$ cat src/rtl/rscs_pkg.sv
// Package for the rotated scissor clip stack: the stack entry type, the
// configuration register indexes, rotation and mode codes and reset values.
// No dependencies.
`default_nettype none

package rscs_pkg;

    // Default number of stack entries.
    localparam int STACK_DEPTH_DEF = 16;

    // Width of the internal signed arithmetic for mapping and clipping.
    localparam int CALC_W = 22;

    // Configuration port widths.
    localparam int CFG_IDX_W  = 3;
    localparam int CFG_DATA_W = 15;

    // Configuration register indexes.
    localparam logic [CFG_IDX_W-1:0] REG_ROTATION   = 3'd0;
    localparam logic [CFG_IDX_W-1:0] REG_SCREEN_W   = 3'd1;
    localparam logic [CFG_IDX_W-1:0] REG_SCREEN_H   = 3'd2;
    localparam logic [CFG_IDX_W-1:0] REG_OFFSET_X   = 3'd3;
    localparam logic [CFG_IDX_W-1:0] REG_OFFSET_Y   = 3'd4;
    localparam logic [CFG_IDX_W-1:0] REG_PADDING_W  = 3'd5;
    localparam logic [CFG_IDX_W-1:0] REG_PADDING_H  = 3'd6;

    // Rotation codes.
    localparam logic [1:0] ROT_0   = 2'd0;
    localparam logic [1:0] ROT_90  = 2'd1;
    localparam logic [1:0] ROT_180 = 2'd2;
    localparam logic [1:0] ROT_270 = 2'd3;

    // Operation codes.
    localparam logic MODE_PUSH = 1'b0;
    localparam logic MODE_POP  = 1'b1;

    // Register reset values.
    localparam logic [13:0] SCREEN_W_RST = 14'd1920;
    localparam logic [13:0] SCREEN_H_RST = 14'd1080;

    // Saturation bounds for window-space results.
    localparam logic signed [CALC_W-1:0] POS_MIN = CALC_W'(-65536);
    localparam logic signed [CALC_W-1:0] POS_MAX = CALC_W'(65535);
    localparam logic signed [CALC_W-1:0] LEN_MAX = CALC_W'(65535);

    // One stack entry: window-space corner and size.
    typedef struct packed {
        logic signed [16:0] x;
        logic signed [16:0] y;
        logic [15:0]        w;
        logic [15:0]        h;
    } rect_t;

    localparam int RECT_W = $bits(rect_t);

endpackage

`default_nettype wire

$ cat src/rtl/rscs_ram.sv
// Generic single-write, single-read RAM with a registered read port.
// No dependencies.
`default_nettype none

module rscs_ram #(
    parameter int WIDTH = 8,
    parameter int DEPTH = 16
) (
    input  wire logic                     clk,
    input  wire logic                     we,
    input  wire logic [$clog2(DEPTH)-1:0] waddr,
    input  wire logic [WIDTH-1:0]         wdata,
    input  wire logic [$clog2(DEPTH)-1:0] raddr,
    output logic      [WIDTH-1:0]         rdata
);

    logic [WIDTH-1:0] mem_reg [DEPTH];

    always_ff @(posedge clk)
    begin
        if (we)
        begin
            mem_reg[waddr] <= wdata;
        end
        rdata <= mem_reg[raddr];
    end

endmodule

`default_nettype wire

$ cat src/rtl/rotated_scissor_clip_stack.sv
// Rotated scissor clip stack: top level, maps, clips and stacks scissor rectangles.
// Depends on rscs_pkg and rscs_ram.
// A result is valid in the cycle after its input is accepted. A held result stalls
// input; else one push or pop per cycle, bounded by the top-of-stack register loop.
// Reset clears the stack count, the output valid and the configuration registers to
// their defaults; the stack memory is not cleared and needs no clearing pass.
`default_nettype none

module rotated_scissor_clip_stack #(
    parameter int STACK_DEPTH = rscs_pkg::STACK_DEPTH_DEF
) (
    input  wire logic                             clk,
    input  wire logic                             rst_n,

    // Configuration write channel.
    input  wire logic                             cfg_valid,
    output logic                                  cfg_ready,
    input  wire logic [rscs_pkg::CFG_IDX_W-1:0]   cfg_index,
    input  wire logic [rscs_pkg::CFG_DATA_W-1:0]  cfg_data,

    // Input channel.
    input  wire logic                             in_valid,
    output logic                                  in_ready,
    input  wire logic                             mode,
    input  wire logic signed [14:0]               pos_x,
    input  wire logic signed [14:0]               pos_y,
    input  wire logic [13:0]                      size_w,
    input  wire logic [13:0]                      size_h,

    // Result channel.
    output logic                                  out_valid,
    input  wire logic                             out_ready,
    output logic signed [16:0]                    scissor_x,
    output logic signed [16:0]                    scissor_y,
    output logic [15:0]                           scissor_w,
    output logic [15:0]                           scissor_h,
    output logic                                  underflow_error,
    output logic                                  overflow_error
);

    localparam int CW     = rscs_pkg::CALC_W;
    localparam int CNT_W  = $clog2(STACK_DEPTH + 1);
    localparam int ADDR_W = $clog2(STACK_DEPTH);

    // ------------------------------------------------------------------
    // Helpers for widening fields into the internal signed width and for
    // saturating results back to the stored widths.
    // ------------------------------------------------------------------
    function automatic logic signed [CW-1:0] ext_s15(input logic [14:0] v);
        return {{(CW-15){v[14]}}, v};
    endfunction

    function automatic logic signed [CW-1:0] ext_u14(input logic [13:0] v);
        return {{(CW-14){1'b0}}, v};
    endfunction

    function automatic logic signed [CW-1:0] ext_s17(input logic [16:0] v);
        return {{(CW-17){v[16]}}, v};
    endfunction

    function automatic logic signed [CW-1:0] ext_u16(input logic [15:0] v);
        return {{(CW-16){1'b0}}, v};
    endfunction

    function automatic logic [16:0] clamp_pos(input logic signed [CW-1:0] v);
        logic [16:0] r;
        if (v < rscs_pkg::POS_MIN)
        begin
            r = 17'h10000;
        end
        else if (v > rscs_pkg::POS_MAX)
        begin
            r = 17'h0FFFF;
        end
        else
        begin
            r = v[16:0];
        end
        return r;
    endfunction

    function automatic logic [15:0] clamp_len(input logic signed [CW-1:0] v);
        logic [15:0] r;
        if (v < 0)
        begin
            r = 16'd0;
        end
        else if (v > rscs_pkg::LEN_MAX)
        begin
            r = 16'hFFFF;
        end
        else
        begin
            r = v[15:0];
        end
        return r;
    endfunction

    // ------------------------------------------------------------------
    // Configuration registers. The port never stalls; an index beyond the
    // register list is accepted and ignored.
    // ------------------------------------------------------------------
    logic [1:0]         rotation_reg;
    logic [13:0]        screen_w_reg;
    logic [13:0]        screen_h_reg;
    logic signed [14:0] offset_x_reg;
    logic signed [14:0] offset_y_reg;
    logic [13:0]        padding_w_reg;
    logic [13:0]        padding_h_reg;

    assign cfg_ready = 1'b1;

    always_ff @(posedge clk or negedge rst_n)
    begin
        if (!rst_n)
        begin
            rotation_reg  <= rscs_pkg::ROT_0;
            screen_w_reg  <= rscs_pkg::SCREEN_W_RST;
            screen_h_reg  <= rscs_pkg::SCREEN_H_RST;
            offset_x_reg  <= '0;
            offset_y_reg  <= '0;
            padding_w_reg <= '0;
            padding_h_reg <= '0;
        end
        else if (cfg_valid && cfg_ready)
        begin
            unique case (cfg_index)
                rscs_pkg::REG_ROTATION:  rotation_reg  <= cfg_data[1:0];
                rscs_pkg::REG_SCREEN_W:  screen_w_reg  <= cfg_data[13:0];
                rscs_pkg::REG_SCREEN_H:  screen_h_reg  <= cfg_data[13:0];
                rscs_pkg::REG_OFFSET_X:  offset_x_reg  <= cfg_data[14:0];
                rscs_pkg::REG_OFFSET_Y:  offset_y_reg  <= cfg_data[14:0];
                rscs_pkg::REG_PADDING_W: padding_w_reg <= cfg_data[13:0];
                rscs_pkg::REG_PADDING_H: padding_h_reg <= cfg_data[13:0];
                default: ;
            endcase
        end
    end

    // ------------------------------------------------------------------
    // Stack organization. The top entry lives in top_reg so that a push can
    // clip against it in the same cycle. The entries below it live in the
    // RAM, where entry i sits at address i. The RAM read port always looks at
    // the entry just below the top (count - 2) for the count that will hold
    // next cycle, so a pop finds the new top ready. On a push the old top is
    // written to the very address being read; that read is served from
    // a bypass register instead of the RAM output.
    // ------------------------------------------------------------------
    logic [CNT_W-1:0]      count_reg, count_next;
    rscs_pkg::rect_t       top_reg, top_next;
    logic                  byp_reg, byp_next;
    rscs_pkg::rect_t       byp_data_reg;
    rscs_pkg::rect_t       below;
    logic [rscs_pkg::RECT_W-1:0] ram_rdata;
    logic                  ram_we;
    logic [ADDR_W-1:0]     ram_waddr;
    logic [ADDR_W-1:0]     ram_raddr;
    logic [CNT_W-1:0]      rd_cnt;

    // Output register.
    logic                  out_valid_reg;
    logic signed [16:0]    scissor_x_reg, scissor_x_next;
    logic signed [16:0]    scissor_y_reg, scissor_y_next;
    logic [15:0]           scissor_w_reg, scissor_w_next;
    logic [15:0]           scissor_h_reg, scissor_h_next;
    logic                  underflow_reg, underflow_next;
    logic                  overflow_reg, overflow_next;

    logic                  in_fire;
    logic                  stack_empty;
    logic                  stack_full;
    logic                  push_ok;

    // Mapping and clipping datapath.
    logic signed [CW-1:0]  px, py, sw, sh, ox, oy, pw, ph;
    logic signed [CW-1:0]  rw, rh;
    logic signed [CW-1:0]  nx, ny, nw, nh;
    logic signed [CW-1:0]  tx, ty, tr, tb;
    logic signed [CW-1:0]  ix, iy, iw, ih;
    rscs_pkg::rect_t       push_rect;

    assign in_ready    = !out_valid_reg || out_ready;
    assign in_fire     = in_valid && in_ready;
    assign stack_empty = (count_reg == '0);
    assign stack_full  = (count_reg >= CNT_W'(STACK_DEPTH));
    assign push_ok     = in_fire && (mode == rscs_pkg::MODE_PUSH) && !stack_full;

    assign below = byp_reg ? byp_data_reg : rscs_pkg::rect_t'(ram_rdata);

    // Map the screen-space rectangle to window space, then clip it to the top.
    always_comb
    begin
        px = ext_s15(pos_x);
        py = ext_s15(pos_y);
        sw = ext_u14(screen_w_reg);
        sh = ext_u14(screen_h_reg);
        ox = ext_s15(offset_x_reg);
        oy = ext_s15(offset_y_reg);
        pw = ext_u14(padding_w_reg);
        ph = ext_u14(padding_h_reg);

        // A zero size reaches to the right or bottom screen edge.
        rw = (size_w == '0) ? (sw - px) : ext_u14(size_w);
        rh = (size_h == '0) ? (sh - py) : ext_u14(size_h);

        case (rotation_reg)
            rscs_pkg::ROT_90:
            begin
                nx = ox + (sh + pw) - (py + rh);
                ny = oy + px;
                nw = rh;
                nh = rw + ph;
            end
            rscs_pkg::ROT_180:
            begin
                nx = (sw + pw) + ox - px - rw;
                ny = (sh + ph) + oy - py - rh;
                nw = rw;
                nh = rh;
            end
            rscs_pkg::ROT_270:
            begin
                nx = ox + py + pw;
                ny = oy + (sw + ph) - (px + rw);
                nw = rh;
                nh = rw;
            end
            default:
            begin
                nx = ox + px + pw;
                ny = oy + py + ph;
                nw = rw;
                nh = rh;
            end
        endcase

        tx = ext_s17(top_reg.x);
        ty = ext_s17(top_reg.y);
        tr = tx + ext_u16(top_reg.w);
        tb = ty + ext_u16(top_reg.h);

        // Intersect at full precision; the far edge is compared against the
        // already moved near edge.
        if (stack_empty)
        begin
            ix = nx;
            iy = ny;
            iw = nw;
            ih = nh;
        end
        else
        begin
            ix = (tx > nx) ? tx : nx;
            iy = (ty > ny) ? ty : ny;
            iw = (tr < ix + nw) ? (tr - ix) : nw;
            ih = (tb < iy + nh) ? (tb - iy) : nh;
        end

        push_rect.x = clamp_pos(ix);
        push_rect.y = clamp_pos(iy);
        push_rect.w = clamp_len(iw);
        push_rect.h = clamp_len(ih);
    end

    // Next stack state, RAM control and the result for this transaction.
    always_comb
    begin
        count_next     = count_reg;
        top_next       = top_reg;
        ram_we         = 1'b0;
        ram_waddr      = ADDR_W'(count_reg - CNT_W'(1));
        byp_next       = 1'b0;
        scissor_x_next = scissor_x_reg;
        scissor_y_next = scissor_y_reg;
        scissor_w_next = scissor_w_reg;
        scissor_h_next = scissor_h_reg;
        underflow_next = underflow_reg;
        overflow_next  = overflow_reg;

        if (in_fire)
        begin
            underflow_next = 1'b0;
            overflow_next  = 1'b0;
            if (mode == rscs_pkg::MODE_POP)
            begin
                // The new top is the entry below, or nothing when the pop
                // empties the stack or the stack was already empty.
                scissor_x_next = '0;
                scissor_y_next = '0;
                scissor_w_next = '0;
                scissor_h_next = '0;
                if (stack_empty)
                begin
                    underflow_next = 1'b1;
                end
                else
                begin
                    count_next = count_reg - CNT_W'(1);
                    top_next   = below;
                    if (count_reg != CNT_W'(1))
                    begin
                        scissor_x_next = below.x;
                        scissor_y_next = below.y;
                        scissor_w_next = below.w;
                        scissor_h_next = below.h;
                    end
                end
            end
            else if (stack_full)
            begin
                // Dropped push: repeat the unchanged top.
                overflow_next  = 1'b1;
                scissor_x_next = top_reg.x;
                scissor_y_next = top_reg.y;
                scissor_w_next = top_reg.w;
                scissor_h_next = top_reg.h;
            end
            else
            begin
                count_next     = count_reg + CNT_W'(1);
                top_next       = push_rect;
                ram_we         = !stack_empty;
                byp_next       = !stack_empty;
                scissor_x_next = push_rect.x;
                scissor_y_next = push_rect.y;
                scissor_w_next = push_rect.w;
                scissor_h_next = push_rect.h;
            end
        end

        rd_cnt    = count_next - CNT_W'(2);
        ram_raddr = rd_cnt[ADDR_W-1:0];
    end

    rscs_ram #(
        .WIDTH (rscs_pkg::RECT_W),
        .DEPTH (STACK_DEPTH)
    ) u_stack_ram (
        .clk   (clk),
        .we    (ram_we),
        .waddr (ram_waddr),
        .wdata (top_reg),
        .raddr (ram_raddr),
        .rdata (ram_rdata)
    );

    // Control state.
    always_ff @(posedge clk or negedge rst_n)
    begin
        if (!rst_n)
        begin
            count_reg     <= '0;
            byp_reg       <= 1'b0;
            out_valid_reg <= 1'b0;
            underflow_reg <= 1'b0;
            overflow_reg  <= 1'b0;
        end
        else
        begin
            count_reg     <= count_next;
            byp_reg       <= byp_next;
            underflow_reg <= underflow_next;
            overflow_reg  <= overflow_next;
            if (in_fire)
            begin
                out_valid_reg <= 1'b1;
            end
            else if (out_ready)
            begin
                out_valid_reg <= 1'b0;
            end
        end
    end

    // Payload registers.
    always_ff @(posedge clk)
    begin
        top_reg       <= top_next;
        byp_data_reg  <= top_reg;
        scissor_x_reg <= scissor_x_next;
        scissor_y_reg <= scissor_y_next;
        scissor_w_reg <= scissor_w_next;
        scissor_h_reg <= scissor_h_next;
    end

    assign out_valid       = out_valid_reg;
    assign scissor_x       = scissor_x_reg;
    assign scissor_y       = scissor_y_reg;
    assign scissor_w       = scissor_w_reg;
    assign scissor_h       = scissor_h_reg;
    assign underflow_error = underflow_reg;
    assign overflow_error  = overflow_reg;

    // ------------------------------------------------------------------
    // Assertions.
    // ------------------------------------------------------------------
    a_count_bound: assert property (@(posedge clk) disable iff (!rst_n)
        count_reg <= CNT_W'(STACK_DEPTH))
        else $error("stack count beyond depth");

    a_overflow: assert property (@(posedge clk) disable iff (!rst_n)
        in_fire && (mode == rscs_pkg::MODE_PUSH) && stack_full
        |=> out_valid && overflow_error && (count_reg == CNT_W'(STACK_DEPTH)))
        else $error("push onto full stack not reported or count changed");

    a_underflow: assert property (@(posedge clk) disable iff (!rst_n)
        in_fire && (mode == rscs_pkg::MODE_POP) && stack_empty
        |=> out_valid && underflow_error && (scissor_w == '0) && (scissor_h == '0)
            && (count_reg == '0))
        else $error("pop on empty stack not reported");

    a_push_count: assert property (@(posedge clk) disable iff (!rst_n)
        push_ok |=> (count_reg == $past(count_reg) + CNT_W'(1)) && !overflow_error)
        else $error("accepted push did not grow the stack");

endmodule

`default_nettype wire
$ cat config.mk
export PLATFORM = sky130hd
export DESIGN_NAME = rotated_scissor_clip_stack
export DESIGN_NICKNAME = d
export VERILOG_FILES = /design/src/rtl/rscs_pkg.sv /design/src/rtl/rscs_ram.sv /design/src/rtl/rotated_scissor_clip_stack.sv
export SDC_FILE = /design/constraint.sdc
export NUM_CORES = 2
export LEC_CHECK = 0
export ABC_AREA = 1
export BUFFER_PORTS_ARGS = -buffer_cell sky130_fd_sc_hd__buf_2
export CORE_UTILIZATION = 45
export DETAILED_ROUTE_END_ITERATION = 10
export PLACE_DENSITY_LB_ADDON = 0.25
export RECOVER_POWER = 25
export SLEW_MARGIN = 20
export SYNTH_ARGS = -nofsm -noshare
export SYNTH_HDL_FRONTEND = slang
export SYNTH_SLANG_ARGS = --single-unit
$ cat constraint.sdc
create_clock -name clk -period 11.31 [get_ports clk]
set_input_delay 2.262 -clock clk [delete_from_list [all_inputs] [get_ports clk]]
set_output_delay 2.262 -clock clk [all_outputs]
set_load 0.1 [all_outputs]
# Yosys cells after proc, flatten, opt, wreduce, memory -nomap -nowiden
# Memory sizes are Yosys's and may differ from the RTL's. A register that Yosys moved wholly into a read port is not among the register bits.
# Cells that the tools add are included.
[classes]
addsub = 35
magnitude_cmp = 13
eq_ne = 12
muxes = 57
reduce_logical = 18
[ops]
columns = ["operator", "count"]
rows = [
  ["66-bit 2-to-1 mux", 4],
  ["22-bit 2-to-1 mux", 11],
  ["17-bit 2-to-1 mux", 12],
  ["16-bit 2-to-1 mux", 12],
  ["22-bit case mux with 3 select lines", 2],
  ["22-bit by 17-bit > comparator with 1-bit output, second input constant", 4],
  ["18-bit by 22-bit subtractor with 22-bit output", 4],
  ["16-bit by 15-bit adder with 17-bit output", 5],
  ["15-bit by 15-bit adder with 16-bit output", 4],
  ["14-bit by 14-bit adder with 15-bit output", 4],
  ["15-bit by 22-bit adder with 22-bit output", 2],
  ["22-bit adder", 2],
  ["17-bit by 22-bit > comparator with 1-bit output", 2],
  ["18-bit by 22-bit less-than comparator with 1-bit output", 2],
  ["22-bit by 1-bit less-than comparator with 1-bit output, second input constant", 2],
  ["22-bit by 17-bit less-than comparator with 1-bit output, second input constant", 2],
  ["22-bit case mux with 2 select lines", 1],
  ["17-bit by 22-bit subtractor with 22-bit output", 2],
  ["17-bit by 17-bit adder with 18-bit output", 2],
  ["17-bit by 15-bit subtractor with 18-bit output", 2],
  ["15-bit by 16-bit adder with 17-bit output", 2],
  ["15-bit by 15-bit subtractor with 16-bit output", 2],
  ["14-bit zero test", 2],
  ["22-bit by 15-bit adder with 22-bit output", 1],
  ["22 further kinds", 47],
]
[word_totals]
reg_bits = 295
mem_bits_rw = 1056
in_bits = 82
output_inout_bits = 71
elab_cells = 160
n_memories = 1
[mem_list]
columns = ["name", "depth", "word_bits", "read_ports", "rd_clocked_by_memory_dff", "wr", "line", "source"]
rows = [
  ["u_stack_ram.mem_reg", 16, 66, 1, 1, 1, "rscs_ram.sv:17", "logic [WIDTH-1:0] mem_reg [DEPTH];"],
]

# Logic depth before layout (Yosys ltp)
[depth]
ltp_word = 16
ltp_mapped = 82
ltp_nobuf = 79

# By module
# From an unflattened synthesis, not the netlist that was laid out.
[hier_totals]
cells_unflattened = 9514
area_unflattened_um2 = 83941.8
[by_module_without_submodules]
columns = ["mod", "n_inst", "cells_per_inst", "area_per_inst_um2", "seq_area_each_um2"]
rows = [
  ["rscs_ram", 1, 4341, 46797.4, 33031.7],
  ["rotated_scissor_clip_stack", 1, 5173, 37144.4, 7722.4],
]

# Worst setup path before layout
# No wires, ideal clock.
[synth_path]
path_kind = "input to register"
start = "input port pos_y[0]"
end = "register top_reg[30] in the netlist's numbering (data pin)"
setup_time_ns = 0.259
t_arrival_ns = 12.806
t_required_ns = 11.051
path_slack_ns = -1.755
path_stages = 75
n_path_buf = 3
cell_sequence = "ha_1 > inv_1 > fa_1 > nand3_1 > nand3_1 > nand2_1 > nand2_1 > a21oi_1 > nor2_1 > o21ai_0 > nand2_1 > nand2_1 > nand2_1 > a21oi_1 > o21ai_0 > nand2_1 > inv_1 > o21ai_0 > [... 39 more ...] > o21ai_0 > nand3_1 > nand2_1 > nand3_1 > nand2_1 > xnor2_1 > ha_1 > nand4_1 > o41ai_1 > xor2_1 > nand2_1 > inv_1 > buf_1 > nand2_1 > o22ai_1 > nand2_1 > nand3_1 > nand2_1"
[synth_between]
elab_chain_len = 16
word_cells_on_any_way = 21
classes_between = "add/sub (7); order compare (4); mux (10)"
[synth_lines]
columns = ["item", "line", "source"]
rows = [
  ["start: declaration", "rotated_scissor_clip_stack.sv:26", "input wire logic signed [14:0] pos_y,"],
  ["15-bit by 15-bit subtractor with 16-bit output", "rotated_scissor_clip_stack.sv:204", "rh = (size_h == '0) ? (sh - py) : ext_u14(size_h);"],
  ["22-bit 2-to-1 mux", "rotated_scissor_clip_stack.sv:204", ""],
  ["15-bit by 22-bit adder with 22-bit output", "rotated_scissor_clip_stack.sv:209", "nx = ox + (sh + pw) - (py + rh);"],
  ["17-bit by 22-bit subtractor with 22-bit output", "rotated_scissor_clip_stack.sv:209", ""],
  ["22-bit case mux with 3 select lines", "rotated_scissor_clip_stack.sv:206", "case (rotation_reg)"],
  ["17-bit by 22-bit > comparator with 1-bit output", "rotated_scissor_clip_stack.sv:253", "ix = (tx > nx) ? tx : nx;"],
  ["22-bit 2-to-1 mux", "rotated_scissor_clip_stack.sv:253", ""],
  ["22-bit adder", "rotated_scissor_clip_stack.sv:255", "iw = (tr < ix + nw) ? (tr - ix) : nw;"],
  ["18-bit by 22-bit less-than comparator with 1-bit output", "rotated_scissor_clip_stack.sv:255", ""],
  ["22-bit 2-to-1 mux", "rotated_scissor_clip_stack.sv:255", ""],
  ["22-bit 2-to-1 mux (*)", "rotated_scissor_clip_stack.sv:244", "if (stack_empty)"],
  ["22-bit by 17-bit > comparator with 1-bit output", "rotated_scissor_clip_stack.sv:88", "else if (v > rscs_pkg::LEN_MAX)"],
  ["16-bit 2-to-1 mux", "rotated_scissor_clip_stack.sv:88", ""],
  ["16-bit 2-to-1 mux (*)", "rotated_scissor_clip_stack.sv:84", "if (v < 0)"],
  ["66-bit 2-to-1 mux (*)", "rotated_scissor_clip_stack.sv:309", "else if (stack_full)"],
  ["66-bit 2-to-1 mux (*)", "rotated_scissor_clip_stack.sv:284", "if (mode == rscs_pkg::MODE_POP)"],
  ["end signal: assignment", "rotated_scissor_clip_stack.sv:378", "top_reg <= top_next;"],
  ["end: declaration", "rotated_scissor_clip_stack.sv:150", "rscs_pkg::rect_t top_reg, top_next;"],
]
# Mark *: on every way between the ends. The rest lies on a longest branch, timed or not. The select of a mux whose other input is x is not followed.
# A chain may end at the register's enable or synchronous reset.

# Final worst setup path
[layout_path]
start = "input port pos_x[2]"
end = "register scissor_h_reg[13] (netlist: scissor_h[13]) (data pin)"
[layout_between]
elab_chain_len = 16
word_cells_on_any_way = 21
classes_between = "add/sub (7); order compare (4); mux (10)"
[layout_lines]
columns = ["item", "line", "source"]
rows = [
  ["start: declaration", "rotated_scissor_clip_stack.sv:25", "input wire logic signed [14:0] pos_x,"],
  ["15-bit by 15-bit subtractor with 16-bit output", "rotated_scissor_clip_stack.sv:203", "rw = (size_w == '0) ? (sw - px) : ext_u14(size_w);"],
  ["22-bit 2-to-1 mux", "rotated_scissor_clip_stack.sv:203", ""],
  ["15-bit by 22-bit adder with 22-bit output", "rotated_scissor_clip_stack.sv:224", "ny = oy + (sw + ph) - (px + rw);"],
  ["17-bit by 22-bit subtractor with 22-bit output", "rotated_scissor_clip_stack.sv:224", ""],
  ["22-bit case mux with 3 select lines", "rotated_scissor_clip_stack.sv:206", ""],
  ["17-bit by 22-bit > comparator with 1-bit output", "rotated_scissor_clip_stack.sv:254", "iy = (ty > ny) ? ty : ny;"],
  ["22-bit 2-to-1 mux", "rotated_scissor_clip_stack.sv:254", ""],
  ["22-bit adder", "rotated_scissor_clip_stack.sv:256", "ih = (tb < iy + nh) ? (tb - iy) : nh;"],
  ["18-bit by 22-bit less-than comparator with 1-bit output", "rotated_scissor_clip_stack.sv:256", ""],
  ["22-bit 2-to-1 mux", "rotated_scissor_clip_stack.sv:256", ""],
  ["22-bit 2-to-1 mux (*)", "rotated_scissor_clip_stack.sv:244", ""],
  ["22-bit by 17-bit > comparator with 1-bit output", "rotated_scissor_clip_stack.sv:88", ""],
  ["16-bit 2-to-1 mux", "rotated_scissor_clip_stack.sv:88", ""],
  ["16-bit 2-to-1 mux (*)", "rotated_scissor_clip_stack.sv:84", ""],
  ["16-bit 2-to-1 mux (*)", "rotated_scissor_clip_stack.sv:309", ""],
  ["16-bit 2-to-1 mux (*)", "rotated_scissor_clip_stack.sv:284", ""],
  ["end signal: assignment", "rotated_scissor_clip_stack.sv:383", "scissor_h_reg <= scissor_h_next;"],
  ["end: declaration", "rotated_scissor_clip_stack.sv:165", "logic [15:0] scissor_h_reg, scissor_h_next;"],
]
# Mark *: on every way between the ends. The rest lies on a longest branch, timed or not.

==> flow_summary_export.csv <==
group,metric,value,unit
cells_and_area,layout_common_cells,"edfxtp_1 (1188), o21ai_0 (1050), nand2_1 (1037)",
timing,hold_viol,0,
clocking,clk_latency,0.84,ns
timing,slew_headroom,-0.219,
global_route,grt_usage,0.314,
die,num_rows,152,
status,failed_checks,"capacitance limit, slew limit, setup timing",
timing,slew_viol_final,29,
cells_and_area,final_cells,11400,
clocking,clk_pin_slew,0.06,ns
timing,rsz0062_at_grt,"yes",
yosys,synth_top_family_by_area,"compound AO/OA/AOI/OAI gates",
detailed_routing,vias_per_cell,5.76,
global_route,grt_remaining_overflow,0,
worst_setup_path,timing.critical_path.mode_cell,"buf_4",
detailed_routing,drt_first_pass_iters,9,
clocking,root_buffer,"clkbuf_16",
die,dieArea,175000,um2
clocking,tritoncts,"done",
timing,setup_violations,64,
placement,pre_cts_ws,-2.06,ns
worst_setup_path,cp_slowest_stage_delay,0.37,ns
cells_and_area,largest_reg_flops,1056,
status,outcome,"complete, but fails checks",
cells_and_area,finish.utilization,0.554,
worst_hold_path,hold_class,"flop to flop",
yosys,syn-instance-count,7964,
placement,port_buffers,151,
cells_and_area,finalNetCount,9676,
cells_and_area,final_common_cell,"edfxtp_1",
worst_setup_path,critical_path_class,"input port to flop",
timing,skew,0.0381,ns
yosys,synth_fa_ha_area_frac,0.119,
yosys,syn_nets,8678,
yosys,synth_top_cell_area_share,0.457,
worst_setup_path,crit_required,12.00,ns
cells_and_area,final_cell_area,95300,um2
yosys,synth_top_area_cell,"edfxtp_1",
clocking,numCtsBuffers,151,
yosys,yosys-mux-area-fraction,0.000385,
worst_setup_path,cp.arrival,12.69,ns
yosys,synth_edf_count,1188,
detailed_routing,vias,65600,
clocking,clkSinkCount,1417,
clocking,cts.path.max_buffers,3,
detailed_routing,ant_nets,0,
yosys,synth.distinct_cells,65,
timing,setup_slack,-0.684,ns
yosys,synth_area_per_cell,9.80,um2
worst_setup_path,slowest_stage,"o21ai_4",
yosys,syn-cell-area,78100,um2
placement,hpwlAfterDp,190,mm
global_route,grt_pass1_wl,407,mm
worst_setup_path,cp_max_fo,16,
clocking,holdBufCountCts,0,
yosys,ys_dominant_reg_cell,"edfxtp_1",
cells_and_area,drive_gt1_frac,0.200,
die,start_util,0.454,
detailed_routing,wl,279,mm
worst_setup_path,start_kind,"input port",
placement,dp.cells,11000,
placement,gp_congestion,1.04,
die,core,172000,um2
yosys,synth-compound-area-share,0.149,
yosys,synth_seq_cells,1417,
yosys,synthArstFlopShare,0.0685,
global_route,grt_pass1_vias,63300,
flow_run,drv_cap,1,
clocking,htreeDepth,4,
timing,post-route-period-util,1.06,
timing,period_needed,11.99,ns
detailed_routing,drc,0,
global_route,grt_start_max_net_pins,191,
yosys,ys_seq_area_frac,0.522,
worst_setup_path,worstSetupEndpointType,"flop",
die,fp.dieW,418,um
global_route,antenna_found_initial,3,
yosys,synthSimpleGateAreaFrac,0.142,
cells_and_area,synthToLayoutAreaGrowth,22.1,%
timing,clock.fmax,0.0834,GHz
detailed_routing,drt_first_iter_violations,6975,
detailed_routing,post_drt_wl_per_cell,24.4,um
yosys,synth.area.top_cells,"edfxtp_1 (46%), ha_1 (7.2%), o21ai_0 (7.1%)",
die,io_pins,153,
yosys,synth_xor_area_frac,0.0218,
yosys,synth_warnings,0,
die,die_h,418,um
placement,place_area,88100,um2
timing,tightest_slew,1.83,ns
==> repair_timing <==
action	in CTS	in global routing
gates cloned	4	2
pin swaps	81	99
setup endpoints to repair	64	64
setup buffers	80	23
resized for setup	239	120
==> final timing paths <==
path,cells past startpoint,slack [ns],from,endpoint
min,1,0.50,underflow_error,underflow_error
max,75,-0.68,pos_x[2],scissor_h[13]
max reg2reg,66,0.26,screen_w_reg[0],scissor_h[13]
min in group asynchronous,1,1.37,rst_n,screen_h_reg[8]
max in group asynchronous,2,8.73,rst_n,byp_reg
min reg2reg,1,0.50,underflow_error,underflow_error
==> per-stage QoR <==
step                      setup TNS [ns]  hold WS [ns]
after floorplan                   -38.09         0.491
after global placement           -116.05         0.496
after detailed placement         -123.42         0.500
after CTS                         -16.11         0.515
after global routing              -77.05         0.539
final                             -40.63         0.505
==> layer usage <==
metal	track usage	vias up	wire length [um]
met4	0.133	2	12800
met2	0.497	2869	127000
li1	-	30100	-
met3	0.0487	480	23400
met5	0	-	12
met1	0.429	32100	115000
==> worst max-delay path: cells and delay by family <==
family	cells	cell delay, ns
buffers and inverters	37	4.75
AO/OA/AOI/OAI	15	2.33
AND/OR/NAND/NOR	17	1.85
adder cells (fa/ha/maj)	4	1.24
XOR/XNOR	1	0.14
multiplexers	1	0.07
==> synthesized netlist by cell type (5+ instances only) <==
master / n
a21o_1: 20
inv_1: 583
dfstp_2: 8
a21boi_0: 8
a31oi_1: 21
nand3_1: 387
buf_1: 34
inv_2: 8
a21oi_1: 482
a221oi_1: 9
nand3b_1: 8
o21ai_1: 16
nor2_1: 1022
nand2_2: 21
clkbuf_1: 284
xnor2_1: 80
nand2_1: 1100
edfxtp_1: 1188
o221ai_1: 116
dfrtp_1: 89
fa_1: 183
nand3_2: 5
buf_4: 8
nor4_1: 15
ha_1: 449
dfxtp_1: 132
o22ai_1: 169
o21a_1: 22
o31ai_1: 5
o2111ai_1: 10
buf_2: 11
or2_2: 29
nor3_1: 32
o211ai_1: 45
o21bai_1: 36
o21ai_0: 1113
xor2_1: 114
nand4_1: 52
==> final cells by class <==
cell class	instances	area [um2]
Clock inverter	49	520
Clock buffer	230	4440
Tap cell	2310	2890
Timing Repair Buffer	1182	8750
Inverter	593	2270
Timing Repair inverter	1	7.51
Sequential cell	1417	40800
Fill cell	15200	76600
Antenna cell	2	5.00
Multi-Input combinational cell	5616	35700
==> logic make-up after synthesis <==
group           count (synthesis)
compound gates               2096
xor+xnor                      194
fa+ha+maj                     632
buf+inv                       933
flops                        1417
mux                             3
other cells                     1
simple gates                 2688
Power is left out: the tool's default activity adds up to more than one toggle a clock period on the data nets, which glitch-free logic cannot reach.
